$ cat src/rtl/core/slm_pkg.sv
// Shared types, constants and the segment table of the sound level meter.
package slm_pkg;

   localparam int SAMPLE_W        = 10;
   localparam int MIN_W           = SAMPLE_W + 1;
   localparam int SUM_W           = 20;
   localparam int LEVEL_W         = 11;
   localparam int DIVIDEND_W      = 24;
   localparam int RANGE_W         = 9;
   localparam int MAX_WINDOWS_DEF = 1024;

   localparam logic [SUM_W-1:0]    SUM_LIMIT  = '1;
   localparam logic [MIN_W-1:0]    MIN_RESET  = 11'd1024;
   localparam logic [SUM_W-1:0]    LOW_SEG_END = 20'd410;
   localparam logic [LEVEL_W-1:0]  LOW_OFFSET  = 11'd778;

   typedef enum logic [1:0] {
      CMD_SAMPLE = 2'd0,
      CMD_WINDOW = 2'd1,
      CMD_PERIOD = 2'd2
   } cmd_type;

   typedef enum logic [2:0] {
      ST_IDLE,
      ST_DIV_AVG,
      ST_MAP,
      ST_DIV_LEVEL,
      ST_EMIT
   } state_type;

   typedef struct packed {
      logic                sample;
      logic                close;
      logic                clear;
      logic [SAMPLE_W-1:0] value;
   } trk_ctrl_type;

   typedef struct packed {
      logic [SAMPLE_W-1:0] in_lo;
      logic [3:0]          span;
      logic [RANGE_W-1:0]  in_range;
      logic [6:0]          out_lo;
   } seg_type;

   // Segments above the lowest one; the lowest maps exactly to 2*avg - 778.
   function automatic seg_type seg_of(input logic [SUM_W-1:0] avg);
      seg_type s;
      if (avg < 20'd422) begin
         s = '{in_lo: 10'd410, span: 4'd8, in_range: 9'd12, out_lo: 7'd42};
      end else if (avg < 20'd537) begin
         s = '{in_lo: 10'd422, span: 4'd10, in_range: 9'd115, out_lo: 7'd50};
      end else if (avg < 20'd790) begin
         s = '{in_lo: 10'd537, span: 4'd10, in_range: 9'd253, out_lo: 7'd60};
      end else begin
         s = '{in_lo: 10'd790, span: 4'd9, in_range: 9'd310, out_lo: 7'd70};
      end
      return s;
   endfunction

endpackage

$ cat src/rtl/core/slm_tracker.sv
// Window minimum and maximum tracker with the saturating peak sum and window count.
module slm_tracker
   import slm_pkg::*;
#(
   parameter int MAX_WINDOWS = MAX_WINDOWS_DEF,
   parameter int COUNT_W     = $clog2(MAX_WINDOWS + 1)
) (
   input  logic                clock,
   input  logic                reset,
   input  trk_ctrl_type        ctrl,
   output logic [SAMPLE_W-1:0] peak,
   output logic [SUM_W-1:0]    peak_sum,
   output logic [COUNT_W-1:0]  window_count
);

   logic [SAMPLE_W-1:0] window_max_ff, window_max_in;
   logic [MIN_W-1:0]    window_min_ff, window_min_in;
   logic [SUM_W-1:0]    sum_ff, sum_in;
   logic [COUNT_W-1:0]  count_ff, count_in;
   logic [SUM_W:0]      sum_add;

   always_comb begin
      peak = '0;
      if (window_min_ff <= {1'b0, window_max_ff}) begin
         peak = window_max_ff - window_min_ff[SAMPLE_W-1:0];
      end
      sum_add       = {1'b0, sum_ff} + {{(SUM_W + 1 - SAMPLE_W){1'b0}}, peak};
      window_max_in = window_max_ff;
      window_min_in = window_min_ff;
      sum_in        = sum_ff;
      count_in      = count_ff;
      if (ctrl.sample) begin
         if (ctrl.value > window_max_ff) begin
            window_max_in = ctrl.value;
         end
         if ({1'b0, ctrl.value} < window_min_ff) begin
            window_min_in = {1'b0, ctrl.value};
         end
      end
      if (ctrl.close) begin
         window_max_in = '0;
         window_min_in = MIN_RESET;
         if (count_ff < COUNT_W'(MAX_WINDOWS)) begin
            sum_in   = sum_add[SUM_W] ? SUM_LIMIT : sum_add[SUM_W-1:0];
            count_in = count_ff + COUNT_W'(1);
         end
      end
      if (ctrl.clear) begin
         sum_in   = '0;
         count_in = '0;
      end
   end

   always_ff @(posedge clock) begin
      if (reset) begin
         window_max_ff <= '0;
         window_min_ff <= MIN_RESET;
         sum_ff        <= '0;
         count_ff      <= '0;
      end else begin
         window_max_ff <= window_max_in;
         window_min_ff <= window_min_in;
         sum_ff        <= sum_in;
         count_ff      <= count_in;
      end
   end

   assign peak_sum     = sum_ff;
   assign window_count = count_ff;

endmodule

$ cat src/rtl/core/slm_divider.sv
// Bit-serial restoring divider that produces one quotient bit per cycle.
module slm_divider
   import slm_pkg::*;
#(
   parameter int DIVISOR_W = RANGE_W
) (
   input  logic                  clock,
   input  logic                  reset,
   input  logic                  start,
   input  logic [DIVIDEND_W-1:0] dividend,
   input  logic [DIVISOR_W-1:0]  divisor,
   output logic                  done,
   output logic [DIVIDEND_W-1:0] quotient
);

   localparam int STEP_W = $clog2(DIVIDEND_W + 1);

   logic                  busy_ff, busy_in;
   logic                  done_ff, done_in;
   logic [STEP_W-1:0]     step_ff, step_in;
   logic [DIVIDEND_W-1:0] quo_ff, quo_in;
   logic [DIVISOR_W-1:0]  rem_ff, rem_in;
   logic [DIVISOR_W-1:0]  div_ff, div_in;
   logic [DIVISOR_W:0]    trial;
   logic [DIVISOR_W:0]    diff;

   always_comb begin
      trial   = {rem_ff, quo_ff[DIVIDEND_W-1]};
      diff    = trial - {1'b0, div_ff};
      busy_in = busy_ff;
      done_in = 1'b0;
      step_in = step_ff;
      quo_in  = quo_ff;
      rem_in  = rem_ff;
      div_in  = div_ff;
      if (start) begin
         busy_in = 1'b1;
         step_in = STEP_W'(DIVIDEND_W);
         quo_in  = dividend;
         rem_in  = '0;
         div_in  = divisor;
      end else if (busy_ff) begin
         if (trial >= {1'b0, div_ff}) begin
            rem_in = diff[DIVISOR_W-1:0];
            quo_in = {quo_ff[DIVIDEND_W-2:0], 1'b1};
         end else begin
            rem_in = trial[DIVISOR_W-1:0];
            quo_in = {quo_ff[DIVIDEND_W-2:0], 1'b0};
         end
         step_in = step_ff - STEP_W'(1);
         if (step_ff == STEP_W'(1)) begin
            busy_in = 1'b0;
            done_in = 1'b1;
         end
      end
   end

   always_ff @(posedge clock) begin
      if (reset) begin
         busy_ff <= 1'b0;
         done_ff <= 1'b0;
         step_ff <= '0;
      end else begin
         busy_ff <= busy_in;
         done_ff <= done_in;
         step_ff <= step_in;
      end
      quo_ff <= quo_in;
      rem_ff <= rem_in;
      div_ff <= div_in;
   end

   assign done     = done_ff;
   assign quotient = quo_ff;

endmodule

$ cat src/rtl/core/sound_level_meter.sv
// Top level of the sound level meter: command sequencer, level mapping and result register.
// A sample, window-close or unused command passes through the emit state to the output
// register, and the next transfer is taken once the result has been registered there.
// A period end runs a 24-step divider pass for the average, then the mapping state and,
// outside the lowest segment, a second pass; with no windows it goes straight to emit.
// Synchronous reset clears the sequencer, the output valid flag and the window tracker.
module sound_level_meter
   import slm_pkg::*;
#(
   parameter int MAX_WINDOWS = MAX_WINDOWS_DEF
) (
   input  logic        clock,
   input  logic        reset,
   input  logic        req_tvalid,
   output logic        req_tready,
   input  logic [15:0] req_tdata,  // [9:0] sample_value
   input  logic [1:0]  req_tuser,  // [1:0] cmd
   output logic        rsp_tvalid,
   input  logic        rsp_tready,
   output logic [23:0] rsp_tdata,  // [10:0] level_db, [20:11] window_peak
   output logic [0:0]  rsp_tuser   // [0] level_valid
);

   localparam int COUNT_W   = $clog2(MAX_WINDOWS + 1);
   localparam int DIVISOR_W = (COUNT_W > RANGE_W) ? COUNT_W : RANGE_W;

   state_type state_ff, state_in;

   trk_ctrl_type          trk_ctrl;
   logic [SAMPLE_W-1:0]   trk_peak;
   logic [SUM_W-1:0]      trk_sum;
   logic [COUNT_W-1:0]    trk_count;

   logic                  div_start;
   logic [DIVIDEND_W-1:0] div_dividend;
   logic [DIVISOR_W-1:0]  div_divisor;
   logic                  div_done;
   logic [DIVIDEND_W-1:0] div_quotient;

   logic [SUM_W-1:0]      avg_ff, avg_in;
   logic                  res_valid_ff, res_valid_in;
   logic [LEVEL_W-1:0]    res_level_ff, res_level_in;
   logic [SAMPLE_W-1:0]   res_peak_ff, res_peak_in;

   logic                  rsp_tvalid_ff, rsp_tvalid_in;
   logic                  rsp_level_valid_ff, rsp_level_valid_in;
   logic [LEVEL_W-1:0]    rsp_level_ff, rsp_level_in;
   logic [SAMPLE_W-1:0]   rsp_peak_ff, rsp_peak_in;

   logic                  req_take;
   cmd_type               req_cmd;
   seg_type               seg;
   logic [SUM_W-1:0]      seg_diff;
   logic [DIVIDEND_W-1:0] seg_num;

   slm_tracker #(
      .MAX_WINDOWS(MAX_WINDOWS),
      .COUNT_W    (COUNT_W)
   ) u_tracker (
      .clock       (clock),
      .reset       (reset),
      .ctrl        (trk_ctrl),
      .peak        (trk_peak),
      .peak_sum    (trk_sum),
      .window_count(trk_count)
   );

   slm_divider #(
      .DIVISOR_W(DIVISOR_W)
   ) u_divider (
      .clock   (clock),
      .reset   (reset),
      .start   (div_start),
      .dividend(div_dividend),
      .divisor (div_divisor),
      .done    (div_done),
      .quotient(div_quotient)
   );

   assign req_tready = (state_ff == ST_IDLE);
   assign req_take   = req_tvalid && req_tready;
   assign req_cmd    = cmd_type'(req_tuser);

   always_comb begin
      seg      = seg_of(avg_ff);
      seg_diff = avg_ff - {{(SUM_W - SAMPLE_W){1'b0}}, seg.in_lo};
      seg_num  = {{(DIVIDEND_W - SUM_W){1'b0}}, seg_diff} * {{(DIVIDEND_W - 4){1'b0}}, seg.span};
   end

   always_comb begin
      state_in           = state_ff;
      trk_ctrl           = '{sample: 1'b0, close: 1'b0, clear: 1'b0,
                             value: req_tdata[SAMPLE_W-1:0]};
      div_start          = 1'b0;
      div_dividend       = {{(DIVIDEND_W - SUM_W){1'b0}}, trk_sum};
      div_divisor        = DIVISOR_W'(trk_count);
      avg_in             = avg_ff;
      res_valid_in       = res_valid_ff;
      res_level_in       = res_level_ff;
      res_peak_in        = res_peak_ff;
      rsp_tvalid_in      = rsp_tvalid_ff;
      rsp_level_valid_in = rsp_level_valid_ff;
      rsp_level_in       = rsp_level_ff;
      rsp_peak_in        = rsp_peak_ff;

      if (rsp_tvalid_ff && rsp_tready) begin
         rsp_tvalid_in = 1'b0;
      end

      unique case (state_ff)
         ST_IDLE: begin
            if (req_take) begin
               res_valid_in = 1'b0;
               res_level_in = '0;
               res_peak_in  = '0;
               state_in     = ST_EMIT;
               case (req_cmd)
                  CMD_SAMPLE: begin
                     trk_ctrl.sample = 1'b1;
                  end
                  CMD_WINDOW: begin
                     trk_ctrl.close = 1'b1;
                     res_peak_in    = trk_peak;
                  end
                  CMD_PERIOD: begin
                     trk_ctrl.clear = 1'b1;
                     res_valid_in   = 1'b1;
                     if (trk_count == '0) begin
                        res_level_in = '0 - LOW_OFFSET;
                     end else begin
                        div_start = 1'b1;
                        state_in  = ST_DIV_AVG;
                     end
                  end
                  default: begin
                  end
               endcase
            end
         end
         ST_DIV_AVG: begin
            if (div_done) begin
               avg_in   = div_quotient[SUM_W-1:0];
               state_in = ST_MAP;
            end
         end
         ST_MAP: begin
            if (avg_ff < LOW_SEG_END) begin
               res_level_in = {avg_ff[LEVEL_W-2:0], 1'b0} - LOW_OFFSET;
               state_in     = ST_EMIT;
            end else begin
               div_start    = 1'b1;
               div_dividend = seg_num;
               div_divisor  = DIVISOR_W'(seg.in_range);
               state_in     = ST_DIV_LEVEL;
            end
         end
         ST_DIV_LEVEL: begin
            if (div_done) begin
               res_level_in = div_quotient[LEVEL_W-1:0]
                            + {{(LEVEL_W - 7){1'b0}}, seg.out_lo};
               state_in     = ST_EMIT;
            end
         end
         ST_EMIT: begin
            if (!rsp_tvalid_ff || rsp_tready) begin
               rsp_tvalid_in      = 1'b1;
               rsp_level_valid_in = res_valid_ff;
               rsp_level_in       = res_level_ff;
               rsp_peak_in        = res_peak_ff;
               state_in           = ST_IDLE;
            end
         end
         default: begin
            state_in = ST_IDLE;
         end
      endcase
   end

   always_ff @(posedge clock) begin
      if (reset) begin
         state_ff      <= ST_IDLE;
         rsp_tvalid_ff <= 1'b0;
      end else begin
         state_ff      <= state_in;
         rsp_tvalid_ff <= rsp_tvalid_in;
      end
      avg_ff             <= avg_in;
      res_valid_ff       <= res_valid_in;
      res_level_ff       <= res_level_in;
      res_peak_ff        <= res_peak_in;
      rsp_level_valid_ff <= rsp_level_valid_in;
      rsp_level_ff       <= rsp_level_in;
      rsp_peak_ff        <= rsp_peak_in;
   end

   assign rsp_tvalid = rsp_tvalid_ff;
   assign rsp_tdata  = {3'b000, rsp_peak_ff, rsp_level_ff};
   assign rsp_tuser  = rsp_level_valid_ff;

`ifndef SYNTHESIS
   a_emit_holds: assert property (@(posedge clock) disable iff (reset)
      (state_ff == ST_EMIT) && rsp_tvalid_ff && !rsp_tready |=> (state_ff == ST_EMIT))
      else $error("pending result left the sequencer while the output was stalled");

   a_done_in_div: assert property (@(posedge clock) disable iff (reset)
      div_done |-> ((state_ff == ST_DIV_AVG) || (state_ff == ST_DIV_LEVEL)))
      else $error("divider finished outside a divide state");

   a_level_no_peak: assert property (@(posedge clock) disable iff (reset)
      rsp_tvalid_ff && rsp_level_valid_ff |-> (rsp_peak_ff == '0))
      else $error("level result carries a window peak");

   a_take_leaves_idle: assert property (@(posedge clock) disable iff (reset)
      req_take |=> (state_ff != ST_IDLE))
      else $error("transfer accepted without starting work");
`endif

endmodule

$ cat config.mk
export PLATFORM = sky130hd
export DESIGN_NAME = sound_level_meter
export DESIGN_NICKNAME = d
export VERILOG_FILES = /design/src/rtl/core/slm_pkg.sv /design/src/rtl/core/slm_tracker.sv /design/src/rtl/core/slm_divider.sv /design/src/rtl/core/sound_level_meter.sv
export SDC_FILE = /design/constraint.sdc
export NUM_CORES = 1
export LEC_CHECK = 0
export ABC_AREA = 1
export BUFFER_PORTS_ARGS = -buffer_cell sky130_fd_sc_hd__buf_2
export CAP_MARGIN = 15
export CORE_MARGIN = 1.5
export CORE_UTILIZATION = 65
export CTS_BUF_LIST = sky130_fd_sc_hd__clkbuf_2
export CTS_CLUSTER_DIAMETER = 40
export DETAILED_ROUTE_END_ITERATION = 7
export GPL_TIMING_DRIVEN = 0
export PLACE_DENSITY = 0.9
export SLEW_MARGIN = 20
export SYNTH_ARGS = -nofsm -noshare
export SYNTH_HDL_FRONTEND = slang
export SYNTH_SLANG_ARGS = --single-unit
$ cat constraint.sdc
create_clock -name clock -period 5.6 [get_ports clock]
set_input_delay 0.28 -clock clock [delete_from_list [all_inputs] [get_ports clock]]
set_output_delay 0.28 -clock clock [all_outputs]
set_load 0.005 [all_outputs]
# After elaboration in Yosys (flattened, before gate mapping)
# Index checks and enable logic that the tools add are counted.
dict set report word_totals {
  ff_bits 173
  inputBits 22
  output_inout_bits 27
  elab_cells 118
}
dict set report op_classes {
  addsub 8
  n_mul 1
  order_cmp 9
  n_eq_ne 12
  muxes 46
  bitwise 1
  reduce_logical 21
}
# operator n
set ops {}
lappend ops {{2-to-1 mux 24 bit} 4}
lappend ops {{2-to-1 mux 11 bit} 8}
lappend ops {{2-to-1 mux 30 bit} 2}
lappend ops {{less-than comparator 20 x 10 -> 1 bit (second input constant)} 2}
lappend ops {{less-than comparator 20 x 9 -> 1 bit (second input constant)} 2}
lappend ops {{case mux 11 bit (3 select lines)} 1}
lappend ops {{2-to-1 mux 29 bit} 1}
lappend ops {{2-to-1 mux 3 bit} 9}
lappend ops {{multiplier 20 x 4 -> 24 bit} 1}
lappend ops {{adder 20 x 10 -> 21 bit} 1}
lappend ops {{2-to-1 mux 20 bit} 1}
lappend ops {{subtractor 20 x 10 -> 20 bit} 1}
lappend ops {{2-to-1 mux 1 bit} 15}
lappend ops {{case mux 3 bit (5 select lines)} 1}
lappend ops {{greater-or-equal comparator 12 x 11 -> 1 bit} 1}
lappend ops {{AND reduction 2 bit} 6}
lappend ops {{adder 11 x 1 -> 11 bit (second input constant)} 1}
lappend ops {{adder 11 x 7 -> 11 bit} 1}
lappend ops {{less-or-equal comparator 11 x 10 -> 1 bit} 1}
lappend ops {{zero test 11 bit} 1}
lappend ops {{less-than comparator 10 x 11 -> 1 bit} 1}
lappend ops {{less-than comparator 11 bit (second input constant)} 1}
lappend ops {{subtractor 11 x 10 -> 11 bit (second input constant)} 1}
lappend ops {{subtractor 11 bit} 1}
lappend ops {{other kinds (25)} 34}

# Logic depth before layout (Yosys ltp)
# Gate-level depths: netlist of the first run.
dict set report logic_depth {
  ltp_word 9
  mapped_depth 36
  mapped_depth_nobuf 36
}

# Cells and area by module
# From an unflattened synthesis of the first run, not the netlist that was laid out.
dict set report hier_totals {
  cells_unflattened 1882
  hier_area_um2 13460.4
}
# mod instances cells_per_inst area_per_inst_um2 seq_area_each_um2
set modules_own_cells {}
lappend modules_own_cells {sound_level_meter 1 923 6583.8 2001.9}
lappend modules_own_cells {slm_tracker 1 589 3901.2 1041.0}
lappend modules_own_cells {slm_divider 1 370 2975.4 1411.4}

# Least setup slack after synthesis of the first run
# OpenSTA, ideal clock, no wires.
dict set report synth_path {
  kind {flip-flop to flip-flop}
  startpoint {register avg_ff[1]}
  endpoint {register u_divider.quo_ff[17], in the netlist u_divider.quotient[17], data pin}
  setup_ns 0.252
  arrival_ns 4.704
  t_required_ns 5.348
  path_slack_ns 0.644
  stages_incl_launch_ff 35
  n_path_buf 0
  synth_period_minus_slack_ns 4.956
  cell_sequence {edfxtp_1 > inv_1 > ha_1 > nand2_1 > nand3_1 > nand2_1 > nand3_1 > nand3_1 > nand2_2 > inv_1 > ha_1 > fa_1 > o21ai_1 > nand3_1 > nand2_1 > nand2_1 > nand2_1 > nand2_1 > inv_2 > nor3_1 > ha_1 > inv_1 > fa_1 > inv_1 > ha_1 > nand2_1 > inv_1 > a21oi_1 > nor2_1 > nor2_1 > nand2_1 > nand2_1 > nand3_1 > nand2_1 > nand2_1}
}
dict set report synth_between {
  elab_chain_len 9
  word_cells_on_any_way 14
  classes_between {1 x add/sub; 1 x mul; 4 x order compare; 8 x mux}
}
# item line
set synth_rtl {}
lappend synth_rtl {{from (decl)} sound_level_meter.sv:40} ;# logic [SUM_W-1:0] avg_ff, avg_in;
lappend synth_rtl {{from (signal assigned)} sound_level_meter.sv:187} ;# avg_ff <= avg_in;
lappend synth_rtl {{less-than comparator 20 x 10 -> 1 bit} slm_pkg.sv:52} ;# end else if (avg < 20'd790) begin
lappend synth_rtl {{2-to-1 mux 29 bit} slm_pkg.sv:52}
lappend synth_rtl {{2-to-1 mux 30 bit} slm_pkg.sv:50} ;# end else if (avg < 20'd537) begin
lappend synth_rtl {{2-to-1 mux 30 bit} slm_pkg.sv:48} ;# if (avg < 20'd422) begin
lappend synth_rtl {{subtractor 20 x 10 -> 20 bit} sound_level_meter.sv:86} ;# seg_diff = avg_ff - {{(SUM_W - SAMPLE_W){1'b0}}, seg.in_lo};
lappend synth_rtl {{multiplier 20 x 4 -> 24 bit} sound_level_meter.sv:87} ;# seg_num = {{(DIVIDEND_W - SUM_W){1'b0}}, seg_diff} * {{(DIVIDEND_W - 4){1'b0}}, seg.span};
lappend synth_rtl {{2-to-1 mux 24 bit} sound_level_meter.sv:147} ;# if (avg_ff < LOW_SEG_END) begin
lappend synth_rtl {{2-to-1 mux 24 bit} sound_level_meter.sv:110} ;# unique case (state_ff)
lappend synth_rtl {{2-to-1 mux 24 bit (*)} slm_divider.sv:36} ;# if (start) begin
lappend synth_rtl {{named net u_divider.quo_in[17]} slm_divider.sv:21} ;# logic [DIVIDEND_W-1:0] quo_ff, quo_in;
lappend synth_rtl {{to (signal assigned)} slm_divider.sv:68} ;# quo_ff <= quo_in;
lappend synth_rtl {{to (decl)} slm_divider.sv:21}
# The timed path passes the listed nets; every way through them passes the cells marked *.
# A chain may end at the register's enable or synchronous reset.

# Final worst setup path of the first run
dict set report layout_path {
  startpoint {register avg_ff[13]}
  endpoint {register u_divider.quo_ff[20], in the netlist u_divider.quotient[20], data pin}
}
# Same word-level chain as after synthesis.

==> results of run 1 <==
==> routing by layer <==
metal	vias up	share of wire [%]	track usage (%)
li1	6104	-	-
met1	5704	41	38.48
met3	127	6.1	4.734
met5	-	0	0
met2	481	48	54.74
met4	0	4.5	15.31
==> where the power goes <==
| part | switching (mW) | internal (mW) | leakage (nW) |
|---|---|---|---|
| clock network | 0.539 | 0.155 | 0.153 |
| registers | 0.0521 | 1.45 | 1.53 |
| logic | 0.417 | 0.249 | 5.35 |
==> final timing paths <==
path,startpoint,end,slack [ns],cells after the start
worst max register to register,avg_ff[13],u_divider.quotient[20],0.15,32
worst max-delay path,avg_ff[13],u_divider.quotient[20],0.15,32
worst min-delay path,req_tdata[0],u_tracker.window_min_ff[0],0.24,4
worst min register to register,res_level_ff[8],rsp_level_ff[8],0.46,0
==> repair_timing <==
action / CTS / global route
endpoints found under the setup margin: 16 / 17
hold endpoints to repair: 37 / 0
hold buffers: 17 / 0
resized for setup: 11 / 42
pin swaps: 1 / 7
setup buffers: 8 / 11
==> kinds of logic (layout without fill, tap and decap cells) <==
kind of cell	count (synthesis)	after routing	share of synthesized area, %
buf+inv	344	455	10.40
simple gates	878	878	28.41
other cells	1	4	0.02841
flops	173	173	33.75
fa+ha+maj	145	145	15.00
xor+xnor	39	39	2.588
compound gates	241	241	9.822
==> state kept, by name, indices dropped and copies added, names as in the netlist, 3 cells and up <==
signal                   cells
rsp_level_ff                11
u_tracker.window_count      11
state_ff                     3
res_level_ff                11
u_divider.quotient          24
u_divider.step_ff            5
u_tracker.peak_sum          20
u_divider.rem_ff            11
rsp_peak_ff                 10
u_tracker.window_max_ff     10
u_tracker.window_min_ff     11
avg_ff                      20
res_peak_ff                 10
u_divider.div_ff            11
==> area by class of cell <==
| cell class | count | share of cell area, % |
|---|---|---|
| inverters | 311 | 8.042 |
| plain buffers | 33 | 1.393 |
| flip-flops and latches | 173 | 30.62 |
| repair buffers | 79 | 3.707 |
| clock buffers | 17 | 0.5848 |
| multi-input cells | 1306 | 52.26 |
| diodes | 1 | 0.01720 |
| clock inverters | 15 | 1.101 |
| well taps | 265 | 2.279 |
==> critical path: cells and delay by family, from the launching register on <==
kind	cells	cell delay (ns)
DFF	1	0.48
buffers and inverters	6	0.46
AOI/OAI and AO/OA	1	0.17
and+or+nand+nor	20	2.36
adders and majority gates	5	1.79
==> Yosys cell counts, types with 10 or more instances <==
library cell	count
nand2_1	437
inv_1	297
nor2_1	195
ha_1	123
nand3_1	117
edfxtp_1	99
o21ai_0	99
a21oi_1	97
dfxtp_1	74
nor3_1	46
nand4_1	30
xor2_1	26
fa_1	22
xnor2_1	13
buf_2	12
inv_2	12
o21ai_1	11
clkbuf_1	10
nor2_2	10
==> cells in the final DEF, fill, tap and decap left out, types with 12 or more instances in the layout <==
| cell | instances |
|---|---|
| inv_1 | 294 |
| nand2_1 | 430 |
| a21oi_1 | 91 |
| nor2_1 | 188 |
| inv_2 | 15 |
| nand4_1 | 30 |
| dfxtp_1 | 74 |
| clkbuf_2 | 17 |
| nand3_1 | 114 |
| ha_1 | 114 |
| xnor2_1 | 13 |
| dlygate4sd3_1 | 17 |
| o21ai_0 | 97 |
| nor3_1 | 44 |
| nor2_2 | 15 |
| fa_1 | 21 |
| xor2_1 | 26 |
| nand2_2 | 12 |
| buf_2 | 52 |
| edfxtp_1 | 99 |
| o21ai_1 | 12 |
| buf_4 | 26 |
==> stage by stage <==
| step | setup TNS, ns | instances | utilization, % | total power, mW | worst slack [ns] |
|---|---|---|---|---|---|
| finish | 0 | 2200 | 73.78 | 2.862 | 0.1478 |
| global route | -0.2743 | 2200 | 73.78 | 2.999 | -0.06361 |
| global placement | -0.9478 | 2127 | 69.64 | 2.136 | -0.2076 |
| floorplan | 0 | 1823 | - | 1.992 | 0.6437 |
| detailed placement | -3.431 | 2131 | 69.85 | 2.169 | -0.3953 |
| CTS | 0 | 2188 | 72.41 | 2.852 | 0.01070 |
==> summary.md, run 1 <==
| Metric | Value |
|---|---|
| Status | `completed` |
| Post-synthesis cell type count | `46` |
| Clk slew on worst S/H paths | `between 0.3 and 0.4 ns` |
| # rows | `approximately 50` |
| Cell area power density | `196.7 nW/um^2` |
| Die Width | `around 150 um` |
| Die height | `about 150 um` |
| Port buffer count | `39` |
| Initial core utilization | `66.93%` |
| Area leader, netlist | `edfxtp_1` |
| Sequential cell area fraction in the yosys report | `33.75%` |
| Multi-input logic area | `7602 um^2` |
| WS Path Type | `flip-flop to flip-flop` |
| Worst clock skew | `~0.066 ns` |
| Leakage power | `7.031 nW` |
| CP startpoint kind | `flip-flop` |
| Antenna Violating Nets Remaining | `0` |
| Final nets | `2088` |
| Crit path required time | `~6.2 ns` |
| Initial antenna violation count | `1` |
| Final Hold Fails | `0` |
| Yosys warnings | `0` |
| Mapped Area | `13200 um^2` |
| Die area | `~21000 um^2` |
| Max Root-Sink Buffers | `2` |
| Register bit count reported by yosys | `roughly 170` |
| Overflow after GRT | `0` |
| CTS Buf Count | `17` |
| Placeable Area | `19720 um^2` |
| CTS Sinks | `173` |
| Area contributors post-synth | `edfxtp_1, nand2_1, ha_1, dfxtp_1, inv_1` |
| Post-synth EDFFs | `99` |
| Final setup viols | `0` |
| Finished Cell Area | `between 10000 and 15000 um^2` |
| # H-tree levels | `4` |
| RD Place Congestion | `0.9850` |
| Post-detail-place hpwl | `25.63 mm` |
| Max cap viols | `0` |
| Setup crit end kind | `flip-flop` |
| First-pass GRT wire length | `54.45 mm` |
| Filler Cell Count | `roughly 1500` |
| Wire length per cell | `15.19 um` |
| Primary FF master, synth | `edfxtp_1` |
| Max IR drop VDD | `0.1281 mV` |
| Crit path max fanout | `6` |
| Min cycle time layout | `between 5 and 6 ns` |
| FF/Latch Area | `4454 um^2` |
| Largest net degree at the start of global routing | `25` |
| Max-slew violation count | `0` |
| Slew @ Worst Pin | `0.9491 ns` |
| Period utilization | `97.36%` |
| Worst skew pair latency | `slightly above 0.8 ns` |
| CP peak stage delay | `0.53 ns` |
| CTS Root Cell | `clkbuf_2` |
| Slew HR | `36.66%` |
| Placed inst area | `~14000 um^2` |
| Avg Vias per Cell | `5.644` |
| Number of global-route vias before repair | `between 10000 and 15000` |
| CP max stage cell | `fa_1` |
| CP arrival | `6.06 ns` |
| DR pass1 iterations | `7` |
| Most used cell, CP | `nand2_1` |
| Mean Syn Cell Area | `7.247 um^2` |
| Via Count | `12420` |
| # IOs | `just under 50` |
| Worst hold path type | `primary input to flip-flop` |
| Drt drc | `0` |
| Layout cells sized above 1 | `10.91%` |
| Top cell type's share of synthesized area | `22.53%` |
| Post-synth ARST share | `0%` |
| Synth Instances | `~1800` |
| CTS tree | `built` |
| Achievable frequency | `0.1834 GHz` |
| Hold slack final | `0.2425 ns` |
| Synthesis-to-layout area growth | `10.23%` |
| Drt initial violations | `1010` |
| Total Wirelength | `33.42 mm` |
| Total GRT Usage | `31.57%` |
Note: power is estimated with default switching activity, not from simulation.
==> run 2: changes to the inputs <==
--- a/config.mk
+++ b/config.mk
@@ -5,7 +5,6 @@
 export SDC_FILE = /design/constraint.sdc
 export NUM_CORES = 1
 export LEC_CHECK = 0
-export ABC_AREA = 1
 export BUFFER_PORTS_ARGS = -buffer_cell sky130_fd_sc_hd__buf_2
 export CAP_MARGIN = 15
 export CORE_MARGIN = 1.5
@@ -14,7 +13,7 @@
 export CTS_CLUSTER_DIAMETER = 40
 export DETAILED_ROUTE_END_ITERATION = 7
 export GPL_TIMING_DRIVEN = 0
-export PLACE_DENSITY = 0.9
+export PLACE_DENSITY = 0.83
 export SLEW_MARGIN = 20
 export SYNTH_ARGS = -nofsm -noshare
 export SYNTH_HDL_FRONTEND = slang
==> summary.md, run 2 <==
| Metric | Value |
|---|---|
| Status | `finished with violations` |
| Failing checks | `design-rule violations, negative setup slack` |
| Port buffer count | `39 (unchanged)` |
| # IOs | `49 (unchanged)` |
| Die height | `139.3 um (-4.2%)` |
| Avg Vias per Cell | `6.280 (+11%)` |
| Top cell type's share of synthesized area | `24.61% (+2.1 points)` |
| FF-to-FF Start | `avg_ff[13]` |
| Min cycle time layout | `6.402 ns (+0.9501 ns)` |
| CTS Buf Count | `17 (unchanged)` |
| Drt initial violations | `989 (-2.1%)` |
| Max-slew violation count | `0 (unchanged)` |
| Synthesis-to-layout area growth | `18.16%` |
| Synth cell count leaders | `inv_1, nor2_1, ha_1` |
| Net Switching | `0.9808 mW (-2.7%)` |
| Post-synth ARST share | `0% (unchanged)` |
| Final nets | `1613 (-23%)` |
| Most frequent cells in the layout | `nor2_1, inv_1, ha_1` |
| Post-Route Utilization | `78.91% (+5.1 points)` |
| CTS tree | `built` |
| Layout cells sized above 1 | `19.60% (+8.7 points)` |
| Antenna Violating Nets Remaining | `0 (unchanged)` |
| Setup crit end kind | `flip-flop` |
| Clk slew on worst S/H paths | `0.30 ns (-0.02 ns)` |
| Slack of the critical path | `-0.8022 ns (-0.9501 ns)` |
| Placed inst area | `12790 um^2 (-7.1%)` |
| Post-synth EDFFs | `99 (unchanged)` |
| Overflow after GRT | `0 (unchanged)` |
| Post-synthesis cell type count | `77 (+67%)` |
| Total GRT Usage | `33.11% (+1.5 points)` |
| Worst hold path type | `primary input to flip-flop` |
| Post-detail-place hpwl | `22.05 mm (-14%)` |
| Mean Syn Cell Area | `9.249 um^2 (+28%)` |
| Period utilization | `114.3% (+17 points)` |
| Max Root-Sink Buffers | `2 (unchanged)` |
| CTS Root Cell | `clkbuf_2` |
| Mapped Area | `12080 um^2 (-8.5%)` |
| Post-Layout Cell Count | `1690 (-23%)` |
| Area leader, netlist | `edfxtp_1` |
| Hold path endpoint | `u_tracker.window_min_ff[10]` |
| # rows | `49 (-3.9%)` |
| Hold Startpoint | `req_tvalid` |
| Finished Cell Area | `14270 um^2 (-1.9%)` |
| # H-tree levels | `4 (unchanged)` |
| Gate power share | `23.2% (about the same)` |
| CP startpoint kind | `flip-flop` |
| Achievable frequency | `0.1562 GHz (-15%)` |
| Final setup viols | `16 (+16)` |
| First-pass GRT wire length | `51.14 mm (-6.1%)` |
| WS Path Type | `flip-flop to flip-flop` |
| RR Endpoint | `u_divider.quotient[21]` |
| CP arrival | `7.09 ns (+1.03 ns)` |
| Sequential cell area fraction in the yosys report | `36.88% (+3.1 points)` |
| Die Width | `139.3 um (-4.2%)` |
| Setup slack, reg-to-reg | `-0.80 ns (-0.95 ns)` |
| Primary FF master, synth | `edfxtp_1` |
| Wire length per cell | `19.47 um (+28%)` |
| Synth Instances | `1306 (-28%)` |
| Cell area power density | `200.6 nW/um^2 (+2.0%)` |
| Drt drc | `3 (+3)` |
| CTS Sinks | `173 (unchanged)` |
| Crit path max fanout | `9 (+3)` |
| Most common cell after layout, fill and taps aside | `nor2_1` |
| RSZ-0062 raised after global routing | `yes` |
| Crit path required time | `6.28 ns (+0.07 ns)` |
| Slew HR | `46.60% (+9.9 points)` |
| Clk pwr share | `24.8% (+0.6 points)` |
| Area contributors post-synth | `edfxtp_1, ha_1, dfxtp_1, a21oi_1, inv_1` |
| Worst hold stages | `4 (unchanged)` |
| Sw Ratio | `34.26% (-0.94 points)` |
| RD Place Congestion | `0.9997 (+1.5%)` |
| Largest net degree at the start of global routing | `25 (unchanged)` |
| Placeable Area | `18090 um^2 (-8.3%)` |
| Die area | `19410 um^2 (-8.3%)` |
| Final Hold Fails | `0 (unchanged)` |
| Reg2Reg Depth | `27 (-16%)` |
| Max IR drop VDD | `0.1789 mV (+40%)` |
| Initial core utilization | `66.79% (-0.15 points)` |
| Total Wirelength | `32.91 mm (-1.5%)` |
| Int Pwr | `1.882 mW (+1.5%)` |
| Number of global-route vias before repair | `10390 (-13%)` |
| Dpl cells | `1579 (-26%)` |
| Top-count cell post-synth | `inv_1` |
| Yosys warnings | `0 (unchanged)` |
| Initial antenna violation count | `1 (unchanged)` |
| Total Power | `2.863 mW (about the same)` |
| Max reg flops | `24 (unchanged)` |
| Worst skew pair latency | `0.80 ns (-0.02 ns)` |
| Sequential power share | `52.0% (-0.5 points)` |
| Worst clock skew | `0.05006 ns (-0.01555 ns)` |
| Register bit count reported by yosys | `173 (unchanged)` |
| Via Count | `10610 (-15%)` |
| DR pass1 iterations | `8 (+1)` |
| Slew @ Worst Pin | `0.7980 ns (-0.1510 ns)` |
| Leakage power | `6.107 nW (-13%)` |
| Max cap viols | `0 (unchanged)` |
| Filler Cell Count | `1135 (-23%)` |
run 2: metal layers:
metal  global-route usage, %  wire, um  part of all wire (%)  vias up
li1                        -         -                     -     4867
met1                   41.16     12710                    39     5040
met2                   56.06     15900                    48      549
met3                   5.437      2551                   7.8      157
met4                   16.41      1755                   5.3        0
met5                       0         0                     0        -
run 2: cell type report:
| type | count | area [um^2] | area share, % |
|---|---|---|---|
| diodes | 2 | 5.005 | 0.03507 |
| plain buffers | 38 | 196.4 | 1.376 |
| clock buffers | 17 | 85.08 | 0.5961 |
| clock inverters | 15 | 215.2 | 1.508 |
| inverters | 143 | 554.3 | 3.884 |
| multi-input cells | 953 | 7599 | 53.24 |
| flip-flops and latches | 173 | 4454 | 31.21 |
| well taps | 229 | 286.5 | 2.008 |
| repair buffers | 120 | 877.1 | 6.145 |
run 2: power groups by stage:
stage | clock, mW | combinational, mW | sequential, mW
CTS | 0.716 | 0.653 | 1.49
detailed placement | 0 | 0.638 | 1.51
global placement | 0 | 0.612 | 1.51
global route | 0.765 | 0.742 | 1.50
floorplan | 0 | 0.490 | 1.50
finish | 0.710 | 0.663 | 1.49
run 2: worst max-delay path by stage:
stage	start	endpoint	slack (ns)	cells after the start
floorplan	avg_ff[6]	u_divider.quotient[23]	-0.09	29
global placement	avg_ff[0]	u_divider.quotient[23]	-0.98	28
detailed placement	avg_ff[1]	u_divider.quotient[23]	-1.11	28
CTS	avg_ff[6]	u_divider.quotient[23]	-0.50	26
global route	avg_ff[13]	u_divider.quotient[21]	-0.99	28
finish	avg_ff[13]	u_divider.quotient[21]	-0.80	27
run 2: critical path, cell delays in order, from the launching register on:
cell and delay, ns:
edfxtp_1 0.58, nor4_4 0.48, nand3_2 0.16, or2_1 0.26, buf_6 0.16, nor2_2 0.24, inv_1 0.11, ha_1 0.37
a21boi_2 0.22, o311ai_4 0.37, buf_4 0.19, o21ai_2 0.07, a21oi_2 0.21, xor2_2 0.11, and2_1 0.17, ha_1 0.29
inv_1 0.06, fa_1 0.52, inv_2 0.06, ha_4 0.28, and4_4 0.22, a31oi_4 0.11, o31ai_4 0.25, nand3_2 0.12
buf_4 0.15, buf_4 0.12, mux2_4 0.29, o21ai_2 0.10
run 2: per-stage QoR:
step                hold WS, ns  worst slack [ns]  TNS (ns)
global placement         0.4031           -0.9841    -9.726
CTS                     0.03110           -0.5001    -2.871
detailed placement       0.4054            -1.112    -11.76
floorplan                0.3607          -0.08619   -0.2324
finish                  0.08448           -0.8022    -8.335
global route            0.05171           -0.9863    -11.32
run 2: timing repair:
action,4_1_cts,5_1_grt
endpoints found under the setup margin,16,17
gates resized for setup,88,27
pin swaps,66,44
hold buffers,16,0
endpoints found under the hold margin,39,0
setup buffers,52,10
run 2: cell families (layout without fill, tap and decap cells):
group / count (synthesis) / count (layout) / share of synthesized area (%)
AO/OA/AOI/OAI: 309 / 309 / 16.05
other: 1 / 5 / 0.03105
buffers and inverters: 182 / 333 / 6.081
adder cells (fa/ha/maj): 145 / 145 / 16.39
XOR/XNOR: 75 / 75 / 5.500
flip-flops: 173 / 173 / 36.88
multiplexers: 46 / 46 / 3.843
AND/OR/NAND/NOR: 375 / 375 / 15.24
